`src/clnws_pkg.sv`:
```
// Shared types, command codes and strobe decode for the LCD nibble sequencer.
package clnws_pkg;

   // request opcodes
   localparam logic [1:0] OP_INIT  = 2'd0;
   localparam logic [1:0] OP_BEGIN = 2'd1;
   localparam logic [1:0] OP_CHAR  = 2'd2;
   localparam logic [1:0] OP_CLEAR = 2'd3;

   // queued job kinds
   localparam logic [2:0] JOB_INIT  = 3'd0;
   localparam logic [2:0] JOB_BEGIN = 3'd1;
   localparam logic [2:0] JOB_DATA  = 3'd2;
   localparam logic [2:0] JOB_LINE2 = 3'd3;
   localparam logic [2:0] JOB_CLEAR = 3'd4;

   // LCD command bytes
   localparam logic [7:0] CMD_CLEAR     = 8'h01;
   localparam logic [7:0] CMD_HOME      = 8'h03;
   localparam logic [7:0] CMD_ENTRY     = 8'h04 | 8'h02;
   localparam logic [7:0] CMD_DISP_OFF  = 8'h08;
   localparam logic [7:0] CMD_DISP_ON   = 8'h08 | 8'h04;
   localparam logic [7:0] CMD_FUNC_8BIT = 8'h20 | 8'h10 | 8'h08;
   localparam logic [7:0] CMD_FUNC_4BIT = 8'h20 | 8'h08;
   localparam logic [7:0] CMD_CGRAM0    = 8'h40 | 8'h00;
   localparam logic [7:0] CMD_DDRAM0    = 8'h80 | 8'h00;
   localparam logic [7:0] CMD_DDRAM_L2  = 8'h80 | 8'h40;

   localparam logic [7:0] CHAR_NUL = 8'h00;
   localparam logic [7:0] CHAR_LF  = 8'h0a;
   localparam logic [7:0] CHAR_CR  = 8'h0d;

   localparam logic [5:0] PAUSE_POWER_UP = 6'd40;
   localparam logic [5:0] PAUSE_FUNC_SET = 6'd5;

   typedef struct packed {
      logic [2:0] kind;
      logic [7:0] code;
   } job_type;

   typedef struct packed {
      logic       reg_select;
      logic [3:0] nibble;
      logic [5:0] pause_before_ms;
      logic [1:0] pause_after_ms;
   } strobe_type;

   // number of strobes a job produces
   function automatic logic [3:0] job_length(input logic [2:0] kind);
      logic [3:0] len;
      unique case (kind)
         JOB_INIT:  len = 4'd14;
         JOB_BEGIN: len = 4'd6;
         default:   len = 4'd2;
      endcase
      return len;
   endfunction

   function automatic logic [7:0] job_byte(input logic [2:0] kind, input logic [2:0] idx,
                                           input logic [7:0] code);
      logic [7:0] b;
      b = CMD_CLEAR;
      unique case (kind)
         JOB_INIT: begin
            unique case (idx)
               3'd0:    b = CMD_FUNC_8BIT;
               3'd1:    b = CMD_FUNC_4BIT;
               3'd2:    b = CMD_DISP_OFF;
               3'd3:    b = CMD_CLEAR;
               3'd4:    b = CMD_HOME;
               3'd5:    b = CMD_ENTRY;
               default: b = CMD_DISP_ON;
            endcase
         end
         JOB_BEGIN: begin
            unique case (idx)
               3'd0:    b = CMD_HOME;
               3'd1:    b = CMD_CGRAM0;
               default: b = CMD_DDRAM0;
            endcase
         end
         JOB_DATA:  b = code;
         JOB_LINE2: b = CMD_DDRAM_L2;
         default:   b = CMD_CLEAR;
      endcase
      return b;
   endfunction

   // strobe for one step of a job; odd steps carry the low nibble
   function automatic strobe_type job_strobe(input job_type job, input logic [3:0] step);
      strobe_type s;
      logic [7:0] b;
      b = job_byte(job.kind, step[3:1], job.code);
      s.reg_select = (job.kind == JOB_DATA);
      s.nibble = step[0] ? b[3:0] : b[7:4];
      s.pause_before_ms = '0;
      if (job.kind == JOB_INIT && step == 4'd0) s.pause_before_ms = PAUSE_POWER_UP;
      if (job.kind == JOB_INIT && step == 4'd2) s.pause_before_ms = PAUSE_FUNC_SET;
      if (!step[0])
         s.pause_after_ms = 2'd0;
      else if (!s.reg_select && (b == CMD_CLEAR || b == CMD_HOME))
         s.pause_after_ms = 2'd2;
      else
         s.pause_after_ms = 2'd1;
      return s;
   endfunction

endpackage

```
`src/clnws_front.sv`:
```
// Front end: accepts requests, tracks the initialized flag, turns requests into jobs.
module clnws_front
   import clnws_pkg::*;
(
   input  logic       clock,
   input  logic       reset,
   input  logic       req_accept,
   input  logic [1:0] req_opcode,
   input  logic [7:0] req_char_code,
   output logic       push,
   output job_type    push_job
);

   logic init_ff, init_in;
   logic has_job;

   always_comb begin
      init_in       = init_ff;
      has_job       = 1'b0;
      push_job.kind = JOB_CLEAR;
      push_job.code = req_char_code;
      unique case (req_opcode)
         OP_INIT: begin
            push_job.kind = JOB_INIT;
            has_job       = !init_ff;
            if (req_accept) init_in = 1'b1;
         end
         OP_BEGIN: begin
            push_job.kind = JOB_BEGIN;
            has_job       = init_ff;
         end
         OP_CHAR: begin
            if (req_char_code == CHAR_LF || req_char_code == CHAR_CR) begin
               push_job.kind = JOB_LINE2;
               has_job       = init_ff;
            end else begin
               push_job.kind = JOB_DATA;
               has_job       = init_ff && (req_char_code != CHAR_NUL);
            end
         end
         default: begin
            push_job.kind = JOB_CLEAR;
            has_job       = init_ff;
         end
      endcase
   end

   assign push = req_accept && has_job;

   always_ff @(posedge clock) begin
      if (reset) begin
         init_ff <= 1'b0;
      end else begin
         init_ff <= init_in;
      end
   end

endmodule

```
`src/clnws_queue.sv`:
```
// Small job queue between the front end and the strobe sequencer.
module clnws_queue
   import clnws_pkg::*;
#(
   parameter int DEPTH = 4
) (
   input  logic    clock,
   input  logic    reset,
   input  logic    push,
   input  job_type push_job,
   output logic    full,
   input  logic    pop,
   output logic    head_valid,
   output job_type head_job
);

   localparam int PTR_W = (DEPTH > 1) ? $clog2(DEPTH) : 1;
   localparam int CNT_W = $clog2(DEPTH + 1);

   job_type             slots_ff [DEPTH];
   logic    [PTR_W-1:0] wr_ptr_ff, wr_ptr_in;
   logic    [PTR_W-1:0] rd_ptr_ff, rd_ptr_in;
   logic    [CNT_W-1:0] count_ff, count_in;

   assign full       = (count_ff == CNT_W'(DEPTH));
   assign head_valid = (count_ff != '0);
   assign head_job   = slots_ff[rd_ptr_ff];

   always_comb begin
      wr_ptr_in = wr_ptr_ff;
      rd_ptr_in = rd_ptr_ff;
      count_in  = count_ff;
      if (push) wr_ptr_in = (wr_ptr_ff == PTR_W'(DEPTH - 1)) ? '0 : wr_ptr_ff + 1'b1;
      if (pop)  rd_ptr_in = (rd_ptr_ff == PTR_W'(DEPTH - 1)) ? '0 : rd_ptr_ff + 1'b1;
      if (push && !pop) count_in = count_ff + 1'b1;
      if (pop && !push) count_in = count_ff - 1'b1;
   end

   always_ff @(posedge clock) begin
      if (reset) begin
         wr_ptr_ff <= '0;
         rd_ptr_ff <= '0;
         count_ff  <= '0;
      end else begin
         wr_ptr_ff <= wr_ptr_in;
         rd_ptr_ff <= rd_ptr_in;
         count_ff  <= count_in;
      end
   end

   always_ff @(posedge clock) begin
      if (push) slots_ff[wr_ptr_ff] <= push_job;
   end

endmodule

```
`src/clnws_back.sv`:
```
// Back end: steps through a job's strobes into the output register.
module clnws_back
   import clnws_pkg::*;
(
   input  logic       clock,
   input  logic       reset,
   input  logic       head_valid,
   input  job_type    head_job,
   output logic       pop,
   output logic       rsp_valid,
   input  logic       rsp_ready,
   output strobe_type rsp_strobe,
   output logic       rsp_last
);

   logic [3:0] step_ff, step_in;
   logic       valid_ff, valid_in;
   strobe_type strobe_ff;
   logic       last_ff;
   logic       load;
   logic       final_step;

   assign load       = head_valid && (!valid_ff || rsp_ready);
   assign final_step = (step_ff == job_length(head_job.kind) - 4'd1);
   assign pop        = load && final_step;

   always_comb begin
      step_in  = step_ff;
      valid_in = valid_ff;
      if (load) begin
         valid_in = 1'b1;
         step_in  = final_step ? 4'd0 : step_ff + 4'd1;
      end else if (rsp_ready) begin
         valid_in = 1'b0;
      end
   end

   always_ff @(posedge clock) begin
      if (reset) begin
         step_ff  <= '0;
         valid_ff <= 1'b0;
      end else begin
         step_ff  <= step_in;
         valid_ff <= valid_in;
      end
   end

   always_ff @(posedge clock) begin
      if (load) begin
         strobe_ff <= job_strobe(head_job, step_ff);
         last_ff   <= final_step;
      end
   end

   assign rsp_valid  = valid_ff;
   assign rsp_strobe = strobe_ff;
   assign rsp_last   = last_ff;

endmodule

```
`src/char_lcd_nibble_write_sequencer_core.sv`:
```
// Top level of the character LCD 4-bit write sequencer.
//
// Requests arrive on req_*: opcode in req_tuser, character byte in req_tdata.
// Each request becomes zero or more nibble strobes on rsp_*, high nibble
// first, with register select in rsp_tuser and rsp_tlast on the final strobe
// of the request. Initialize gives 14 strobes, begin-text 6, a character,
// newline or clear 2; a zero byte, a repeated initialize, or anything but
// initialize before the first initialize gives none.
// The front end classifies a request in the cycle it is accepted and queues
// a job; the back end emits one strobe per cycle while rsp_tready does not
// stall it, from the queue head into an output register. A request's first
// strobe passes through a queue slot and then the output register; the
// throughput is set by the single strobe register. req_tready drops only
// when the job queue (QUEUE_DEPTH entries) is full. A stalled rsp_tready holds
// the output register and, once the queue fills, the request side.
// Reset clears the initialized flag, the queue and the output valid.
module char_lcd_nibble_write_sequencer_core
   import clnws_pkg::*;
#(
   parameter int QUEUE_DEPTH = 4
) (
   input  logic        clock,
   input  logic        reset,
   input  logic        req_tvalid,
   output logic        req_tready,
   input  logic [7:0]  req_tdata,   // [7:0] char_code
   input  logic [1:0]  req_tuser,   // [1:0] opcode
   output logic        rsp_tvalid,
   input  logic        rsp_tready,
   output logic [15:0] rsp_tdata,   // [3:0] nibble, [9:4] pause_before_ms,
                                    // [11:10] pause_after_ms, [15:12] zero
   output logic        rsp_tuser,   // [0] reg_select
   output logic        rsp_tlast
);

   logic       req_accept;
   logic       push, full, pop, head_valid;
   job_type    push_job, head_job;
   strobe_type rsp_strobe;

   assign req_tready = !full;
   assign req_accept = req_tvalid && req_tready;

   clnws_front u_front (
      .clock         (clock),
      .reset         (reset),
      .req_accept    (req_accept),
      .req_opcode    (req_tuser),
      .req_char_code (req_tdata),
      .push          (push),
      .push_job      (push_job)
   );

   clnws_queue #(.DEPTH(QUEUE_DEPTH)) u_queue (
      .clock      (clock),
      .reset      (reset),
      .push       (push),
      .push_job   (push_job),
      .full       (full),
      .pop        (pop),
      .head_valid (head_valid),
      .head_job   (head_job)
   );

   clnws_back u_back (
      .clock      (clock),
      .reset      (reset),
      .head_valid (head_valid),
      .head_job   (head_job),
      .pop        (pop),
      .rsp_valid  (rsp_tvalid),
      .rsp_ready  (rsp_tready),
      .rsp_strobe (rsp_strobe),
      .rsp_last   (rsp_tlast)
   );

   assign rsp_tuser = rsp_strobe.reg_select;
   assign rsp_tdata = {4'd0, rsp_strobe.pause_after_ms, rsp_strobe.pause_before_ms,
                       rsp_strobe.nibble};

endmodule

```
`config.mk`:
```
export PLATFORM = sky130hd
export DESIGN_NAME = char_lcd_nibble_write_sequencer_core
export DESIGN_NICKNAME = d
export VERILOG_FILES = /design/src/clnws_pkg.sv /design/src/clnws_front.sv /design/src/clnws_queue.sv /design/src/clnws_back.sv /design/src/char_lcd_nibble_write_sequencer_core.sv
export SDC_FILE = /design/constraint.sdc
export NUM_CORES = 1
export LEC_CHECK = 0
export BUFFER_PORTS_ARGS = -buffer_cell sky130_fd_sc_hd__buf_2
export CAP_MARGIN = 10
export CORE_AREA = 3 3 79 81
export CTS_CLUSTER_SIZE = 10
export DETAILED_ROUTE_END_ITERATION = 12
export DIE_AREA = 0 0 82 84
export PLACE_DENSITY = 0.77
export SKIP_CTS_REPAIR_TIMING = 1
export SLEW_MARGIN = 20
export SYNTH_ARGS = -nofsm -noshare
export SYNTH_HDL_FRONTEND = slang
export SYNTH_HIERARCHICAL = 1
export SYNTH_SLANG_ARGS = --single-unit
```
`constraint.sdc`:
```
create_clock -name clock -period 3.25 [get_ports clock]
set_clock_uncertainty 0.15 [all_clocks]
set_input_delay 0.1625 -clock clock [delete_from_list [all_inputs] [get_ports clock]]
set_output_delay 0.1625 -clock clock [all_outputs]
set_load 0.03 [all_outputs]
```
==> flow_summary_export.csv, run 1 <==
group,metric,value,unit
outcome,status,"finished clean",
finish,num_antenna_cells,0,
synth,synthFlopType,"edfxtp_1",
sta,setup_tns,0,ns
sta,slew_headroom,58.4,%
power_and_ir_drop,powerDensity,557,nW/um^2
synth,async_flop_share,0,%
finish,area_growth,12.6,%
clock_tree,clk_pin_slew_worst_paths,0.07,ns
power_and_ir_drop,ir_drop,0.000363,V
routing,drt-total-wl,5330,um
routing,routedWlPerCell,15.8,um
clock_tree,cts_root_buf,"clkbuf_8",
synth,yosysSeqAreaShare,59.5,%
grt,grt_max_degree,18,
grt,grt_use_total,17.5,%
worst_setup_path,cp-end-kind,"flip-flop",
worst_setup_path,rrSetupSlack,0.29,ns
job,cap_violations,0,
worst_setup_path,arrival,3.09,ns
worst_setup_path,worstSetupStartpointType,"flip-flop",
floorplanning,die_area,6890,sq um
worst_setup_path,path_class,"flip-flop to flip-flop",
sta,fin_crit_sh,91.1,%
worst_setup_path,worstPathMaxFanout,4,
routing,vias,1870,
sta,max_freq,338,MHz
grt,grt_pass1_wl,8710,um
grt,antenna_found_initial,0,
sta,finalCriticalPeriod,2.96,ns
routing,first_iter_violations,188,
place,portBuffers,27,
synth,ys.warnings.count,6,
floorplanning,die_w,82,um
finish,fill_cells,415,
floorplanning,core_area,5540,sq um
synth,synth-edff-count,54,
place,placed_cells,313,
sta,worst_pin_slew,0.624,ns
synth,synthesis.area,3230,sq um
floorplanning,io_pins,34,
place,gp_routability_congestion,0.867,
sta,rsz0062_at_grt,"false",
routing,drc,0,
synth,synth_seq_cells,69,
sta,finalHoldViolCount,0,
finish,nets,281,
sta,setup_viol,0,
floorplanning,die_h,84,um
clock_tree,cts_tree,"done",
finish,layout_commonest_cell,"edfxtp_1",
grt,overflow,0,
clock_tree,clkSinkCount,69,
routing,antenna_left,0,
worst_hold_path,hp-class,"primary input to flip-flop",
power_and_ir_drop,leakagePower,1.29,nW
clock_tree,cts_buffer_depth,2,
finish,drive_gt1_share,27.5,%
routing,via_per_inst,5.55,
synth,synth_area_per_cell,14.1,sq um
worst_setup_path,cp.required,3.37,ns
sta,slew_violations,0,
floorplanning,rows,27,
clock_tree,cts_htree_levels,3,
place,place_hpwl,3670,um
finish,instances_no_fill,337,
finish,final_cell_mix,"54 x edfxtp_1, 27 x buf_2, 15 x dfxtp_1",
synth,synthCells,229,
grt,grt_pass1_vias,1829,
routing,drtPass1Iterations,4,
clock_tree,clkLatencyLatePin,0.34,ns
floorplanning,initial_core_util,58.3,%
synth,synth.distinct_cells,54,
clock_tree,cts_buffers,9,
flip-flops by register name, summed over array words and instances (netlist names), named ones only:
register           flops
u_queue/slots_ff      44
u_back/rsp_strobe      9
u_back/step_ff         4
u_queue/count_ff       3
u_queue/rd_ptr_ff      2
u_queue/wr_ptr_ff      2
u_back/rsp_last        1
u_back/rsp_valid       1
u_front/init_ff        1
worst paths after layout:
check,startpoint,endpoint,cells past startpoint
worst max-delay path,flip-flop,u_queue/count_ff[2],10
worst min-delay path,reset,u_front/init_ff,2
worst max register to register,flip-flop,u_queue/count_ff[2],10
worst min register to register,u_queue/count_ff[2],u_queue/count_ff[2],2
kinds of logic after synthesis:
group / count (synthesis) / synth area share [%]
adders and majority gates: 7 / 2.94
DFF: 69 / 59.5
buffers and inverters: 37 / 7.71
muxes: 14 / 8.72
and+or+nand+nor: 62 / 12.1
xor gates and xnor gates: 5 / 1.59
AOI/OAI and AO/OA: 33 / 7.25
other: 2 / 0.233
routing by layer:
layer  global-route usage [%]  wire [um]
met1                     22.3       2290
met4                     11.0        164
met2                     26.4       2520
met5                        0          0
met3                     4.10        362
where the power goes:
group	switching, mW	total [mW]	internal [mW]
sequential	0.0209	1.01	0.989
clock	0.310	0.815	0.505
combinational	0.124	0.199	0.0754
total	0.455	2.02	1.57
metrics by stage:
step	hold WS, ns	setup WS (ns)	instance area [sq um]	power (mW)	utilization, %
2_1_floorplan	0.0749	0.265	3240	1.19	-
3_3_place_gp	0.243	0.376	3320	1.22	59.9
3_5_place_dp	0.255	0.282	3320	1.22	59.9
4_1_cts	-0.109	0.278	3560	2.04	64.2
5_1_grt	0.0155	0.112	3640	2.10	65.6
6_report	0.00446	0.288	3640	2.02	65.6
critical path: stages (launching register included):
cell	delay [ns]
dfxtp_1	0.43
mux4_2	0.57
xnor2_2	0.15
nor3_2	0.07
a21oi_1	0.20
nor3_1	0.10
ha_1	0.25
fa_1	0.38
xnor2_1	0.14
or3_1	0.31
a21oi_1	0.14
Yosys cell counts, drive strengths merged (4+ instances only):
cell type,count,share of area [%]
nand2,6,0.70
nor3b,7,2.0
inv,10,1.2
mux4,11,7.8
buf,26,6.4
ha,6,2.3
nor3,9,2.1
a21oi,11,1.9
and2,7,1.4
edfxtp,54,50
xnor2,4,1.3
nor2,15,1.8
o21ai,6,0.93
dfxtp,15,9.3
final cells by class:
class                      instances  area, sq um  area share (%)
multi-input combinational        127         1070            29.5
clock buffer                       9          124            3.41
tap                               72         90.1            2.48
timing repair buffer              43          275            7.57
inverter                          10         37.5            1.03
sequential                        69         1920            52.9
clock inverter                     7          114            3.13
No activity file was read; power rests on OpenSTA's default activity.
==> run 2, diff against run 1 <==
CELL_PAD_IN_SITES_DETAIL_PLACEMENT = 1   (was default)
CELL_PAD_IN_SITES_GLOBAL_PLACEMENT = 1   (was default)
CORE_AREA = 3 3 87 89   (was 3 3 79 81)
DIE_AREA = 0 0 90 92   (was 0 0 82 84)
PLACE_DENSITY = default   (was 0.77)
PLACE_DENSITY_LB_ADDON = 0.1   (was default)
==> run 2 against run 1 <==
  * Sequential share of layout area is 0.60 points lower
  * Final cell count is 7.1% higher
  * Non-clock buffer count stayed put
  * Setup slack worse by 0.018 ns
  * Sequential power hardly changed
  * Total power is 1.9% higher
  * Flip-flop and latch count stayed put
  * Largest power group unchanged
  * Die area is 20% higher
  * Utilization is 12 points lower
  * Clock power is 4.0% higher
  * Via count is 3.0% higher
  * First-iteration DRC count is 53% lower
==> flow_summary_export.csv, run 2 (same netlist as run 1, synthesis figures left out) <==
group,metric,value,unit
clock_tree,cts_htree_levels,3,
clock_tree,clkLatencyLatePin,0.34,ns
grt,grt_pass1_vias,1898,
worst_setup_path,worstPathCellList,"mux4_2, xnor2_2, nor3_2, a21oi_1, nor3_2, ha_1, fa_1, xnor2_1, or3_1, a21oi_1",
worst_setup_path,worstSetupStartpointType,"flip-flop",
power_and_ir_drop,p_clk_share,41.1,%
finish,area_growth,13.9,%
grt,grt_use_total,15.5,%
clock_tree,clk_pin_slew_worst_paths,0.07,ns
worst_setup_path,slowest_stage,"mux4_2",
clock_tree,clkSinkCount,69,
power_and_ir_drop,power.share.switching,23.5,%
sta,slew_violations,0,
worst_hold_path,hp-class,"primary input to flip-flop",
routing,antenna_left,0,
routing,drtPass1Iterations,4,
grt,grt_max_degree,18,
sta,setup_viol,0,
worst_setup_path,endpoint,"u_queue/count_ff[2]",
grt,antenna_found_initial,0,
place,dpl_cell_area,3350,sq um
worst_setup_path,crit_cells,10,
finish,top_register,"u_queue/slots_ff",
worst_setup_path,cp-end-kind,"flip-flop",
worst_setup_path,worstPathMaxFanout,4,
routing,via_per_inst,5.34,
sta,max_freq,336,MHz
power_and_ir_drop,leakagePower,1.30,nW
grt,overflow,0,
place,place_hpwl,4200,um
floorplanning,die_w,90,um
routing,vias,1926,
finish,drive_gt1_share,29.1,%
finish,fin_area,3680,sq um
worst_setup_path,max_stage_delay,0.55,ns
routing,routedWlPerCell,16.9,um
power_and_ir_drop,switchingPower,0.484,mW
finish,num_antenna_cells,0,
sta,slew_headroom,56.9,%
finish,fill_cells,689,
power_and_ir_drop,ir_drop,0.000262,V
floorplanning,die_area,8280,sq um
sta,timing.hold.ws,0.0139,ns
worst_setup_path,arrival,3.10,ns
worst_setup_path,cp.required,3.37,ns
worst_setup_path,rr_worst_depth,10,
sta,setup_tns,0,ns
power_and_ir_drop,intPower,1.58,mW
grt,grt_pass1_wl,9760,um
worst_setup_path,rrSetupSlack,0.27,ns
sta,finalCriticalPeriod,2.98,ns
outcome,status,"finished clean",
place,gp_routability_congestion,0.729,
sta,rsz0062_at_grt,"false",
floorplanning,rows,30,
floorplanning,initial_core_util,47.3,%
finish,instances_no_fill,361,
power_and_ir_drop,p_seq_share,49.0,%
worst_hold_path,worstHoldPathCells,2,
sta,fin_crit_sh,91.7,%
worst_setup_path,path_class,"flip-flop to flip-flop",
power_and_ir_drop,powerDensity,561,nW/um^2
worst_setup_path,path_delay_family,"adder cells",
place,portBuffers,27,
worst_hold_path,min_from,"reset",
worst_setup_path,critPathBufInv,0,
finish,final_cell_mix,"54 x edfxtp_1, 27 x buf_2, 14 x nor2_1, 14 x dfxtp_1",
clock_tree,cts_buffers,9,
routing,first_iter_violations,89,
finish,layout_commonest_cell,"edfxtp_1",
floorplanning,die_h,92,um
job,cap_violations,0,
place,placed_cells,337,
routing,drc,0,
worst_setup_path,r2r_end,"u_queue/count_ff[2]",
routing,drt-total-wl,6110,um
floorplanning,io_pins,34,
clock_tree,cts_tree,"done",
sta,finalHoldViolCount,0,
sta,worst_pin_slew,0.647,ns
power_and_ir_drop,combPwrFrac,9.9,%
clock_tree,cts_buffer_depth,2,
finish,largest_reg_flops,44,
floorplanning,core_area,6830,sq um
clock_tree,cts_root_buf,"clkbuf_8",
finish,nets,281,
run 2: worst min-delay path by stage:
stage	endpoint	slack [ns]
finish	u_back/step_ff[1]	0.01
global route	u_back/step_ff[0]	0.03
CTS	u_queue/slots_ff[0][5]	-0.11
detailed placement	u_queue/slots_ff[1][5]	0.26
global placement	u_queue/slots_ff[2][5]	0.25
floorplan	u_back/step_ff[1]	0.07
run 2: power by group through the flow:
stage / logic (mW) / clock network (mW) / registers (mW)
5_1_grt: 0.224 / 0.917 / 1.02
3_5_place_dp: 0.197 / 0 / 1.03
4_1_cts: 0.199 / 0.873 / 1.01
2_1_floorplan: 0.139 / 0 / 1.05
3_3_place_gp: 0.195 / 0 / 1.03
6_report: 0.204 / 0.848 / 1.01
run 2: per-layer routing:
| metal | wire (um) | up-vias | global-route usage [%] |
|---|---|---|---|
| met5 | 0 | - | 0 |
| li1 | - | 895 | - |
| met4 | 111 | 0 | 6.63 |
| met3 | 213 | 12 | 3.61 |
| met1 | 2720 | 977 | 19.7 |
| met2 | 3070 | 42 | 25.5 |
run 2: per-stage QoR:
step / setup slack (ns) / total power, mW / util [%]
finish: 0.270 / 2.06 / 53.9
global route: 0.0521 / 2.16 / 53.9
CTS: 0.149 / 2.08 / 52.6
detailed placement: 0.177 / 1.23 / 49.0
global placement: 0.283 / 1.22 / 49.0
floorplan: 0.265 / 1.19 / -
run 2: final cells by class:
type	instances	area, sq um	share of cell area (%)
sequential	69	1920	52.3
multi-input combinational	127	1080	29.3
timing repair buffer	43	275	7.48
clock buffer	9	124	3.37
clock inverter	7	121	3.30
tap	96	120	3.26
inverter	10	37.5	1.02
==> run 3, diff against run 2 <==
BUFFER_PORTS_ARGS = default   (was -buffer_cell sky130_fd_sc_hd__buf_2)
CORE_AREA = 3 3 83 85   (was 3 3 87 89)
DIE_AREA = 0 0 86 88   (was 0 0 90 92)
DONT_BUFFER_PORTS = 1   (was default)
==> run 3 against run 2 <==
  * Total power is 9.9% lower
  * Global-route usage is 2.0 points higher
  * Critical path depth stayed put
  * Hold slack worse by 0.011 ns
  * First-iteration DRC count is 43% lower
  * Clock power is 22% lower
  * Maximum frequency is 1.6% higher
  * Largest cell class unchanged
  * Highest routed layer unchanged
==> flow_summary_export.csv, run 3 (same netlist as run 1, synthesis figures left out) <==
group,metric,value,unit
routing,drtPass1Iterations,4,
worst_setup_path,worstSetupStartpointType,"flip-flop",
sta,slew_headroom,60.2,%
worst_setup_path,cp.required,3.37,ns
finish,final_cell_mix,"54 x edfxtp_1, 14 x nor2_1, 14 x dfxtp_1",
sta,finalCriticalPeriod,2.93,ns
finish,layout_commonest_cell,"edfxtp_1",
floorplanning,rows,29,
finish,num_antenna_cells,0,
finish,instances_no_fill,320,
routing,drt-total-wl,6080,um
worst_setup_path,slowest_stage,"mux4_2",
worst_hold_path,min_to,"u_front/init_ff",
worst_setup_path,r2r_end,"u_queue/count_ff[2]",
place,post-place-ws,0.216,ns
clock_tree,cts_buffers,9,
worst_setup_path,arrival,3.05,ns
floorplanning,die_area,7570,sq um
floorplanning,die_w,86,um
routing,routedWlPerCell,19.0,um
place,place_hpwl,4270,um
routing,via_per_inst,5.71,
clock_tree,cts_buffer_depth,2,
finish,nets,259,
clock_tree,cts_root_buf,"clkbuf_8",
worst_hold_path,worstHoldPathCells,3,
outcome,status,"finished clean",
sta,slew_violations,0,
sta,setup_viol,0,
floorplanning,core_area,6280,sq um
sta,setup_tns,0,ns
finish,largest_reg_flops,44,
floorplanning,die_h,88,um
finish,top_register,"u_queue/slots_ff",
grt,grt_pass1_wl,9790,um
routing,antenna_left,0,
finish,area_growth,8.76,%
grt,overflow,0,
clock_tree,clkLatencyLatePin,0.35,ns
routing,drc,0,
worst_setup_path,worstPathMaxFanout,4,
sta,rsz0062_at_grt,"false",
power_and_ir_drop,leakagePower,1.18,nW
worst_setup_path,max_stage_delay,0.55,ns
worst_setup_path,rr_worst_depth,10,
finish,drive_gt1_share,20.6,%
clock_tree,cts_htree_levels,3,
sta,finalHoldViolCount,0,
place,placed_cells,291,
worst_setup_path,cp-end-kind,"flip-flop",
floorplanning,io_pins,34,
job,cap_violations,0,
routing,first_iter_violations,51,
sta,max_freq,341,MHz
sta,worst_pin_slew,0.597,ns
grt,grt_use_total,17.5,%
worst_hold_path,hp-class,"primary input to flip-flop",
finish,fin_area,3510,sq um
clock_tree,cts_tree,"done",
place,portBuffers,0,
power_and_ir_drop,ir_drop,0.000300,V
place,gp_routability_congestion,0.876,
grt,antenna_found_initial,0,
worst_setup_path,path_class,"flip-flop to flip-flop",
power_and_ir_drop,powerDensity,529,nW/um^2
clock_tree,clkSinkCount,69,
clock_tree,clk_pin_slew_worst_paths,0.08,ns
worst_setup_path,rrSetupSlack,0.32,ns
place,dpl_cell_area,3190,sq um
power_and_ir_drop,finalPower,1.86,mW
sta,setup_slack,0.316,ns
worst_hold_path,min_from,"req_tvalid",
sta,fin_crit_sh,90.3,%
routing,vias,1827,
floorplanning,initial_core_util,51.4,%
grt,grt_max_degree,18,
worst_setup_path,worstPathCellList,"mux4_2, xnor2_2, nor3_2, a21oi_1, nor3_2, ha_1, fa_1, xnor2_1, or3_1, a21oi_1",
grt,grt_pass1_vias,1871,
## run 3: cell types whose count changed in the layout (fill, tap and decap cells not counted)
cell and delta:
clkinv_2 -1, bufinv_16 -3, dlygate4sd3_1 +5, buf_2 -27
inv_8 +1, inv_6 +2, clkinvlp_4 +1
## run 3: area by class of cell
cell class	instances	area [sq um]
Fill cell	615	2770
Timing Repair Buffer	21	190
Multi-Input combinational cell	127	1080
Inverter	10	37.5
Clock inverter	7	62.6
Clock buffer	9	124
Tap cell	77	96.3
Sequential cell	69	1920
## run 3: worst max-delay path, delay by kind of cell, from the launching register on
| kind | cells | cell delay [ns] |
|---|---|---|
| flops | 1 | 0.39 |
| xor+xnor | 2 | 0.29 |
| mux | 1 | 0.55 |
| simple gates | 3 | 0.45 |
| fa+ha+maj | 2 | 0.62 |
| compound gates | 2 | 0.39 |
## run 3: routing by layer
layer / vias up / GRT usage [%] / share of wire, %
li1: 858 / - / -
met4: 0 / 6.62 / 2.6
met3: 13 / 5.93 / 4.1
met1: 912 / 20.9 / 43
met5: - / 0 / 0
met2: 44 / 29.4 / 50
## run 3: stage by stage
step                      util (%)  hold slack [ns]
after CTS                     53.8           -0.295
after floorplan                  -           0.0749
after global routing          55.9           0.0404
after detailed placement      50.8           0.0858
after global placement        50.8           0.0788
final                         55.9          0.00307
## run 3: worst max-delay path by stage
stage / start / end / cells past startpoint
floorplan: flip-flop / u_queue/count_ff[2] / 11
global placement: flip-flop / u_queue/count_ff[2] / 10
detailed placement: flip-flop / u_queue/count_ff[2] / 10
CTS: flip-flop / u_queue/count_ff[2] / 10
global route: flip-flop / u_queue/count_ff[2] / 10
finish: flip-flop / u_queue/count_ff[2] / 10
## run 3: report_power, final
group          switching (mW)  internal (mW)  total [mW]  leakage, nW
Sequential             0.0570          0.990        1.05        0.617
Clock                   0.367          0.294       0.661       0.0931
Combinational          0.0872         0.0641       0.151        0.474
Total                   0.511           1.35        1.86         1.18
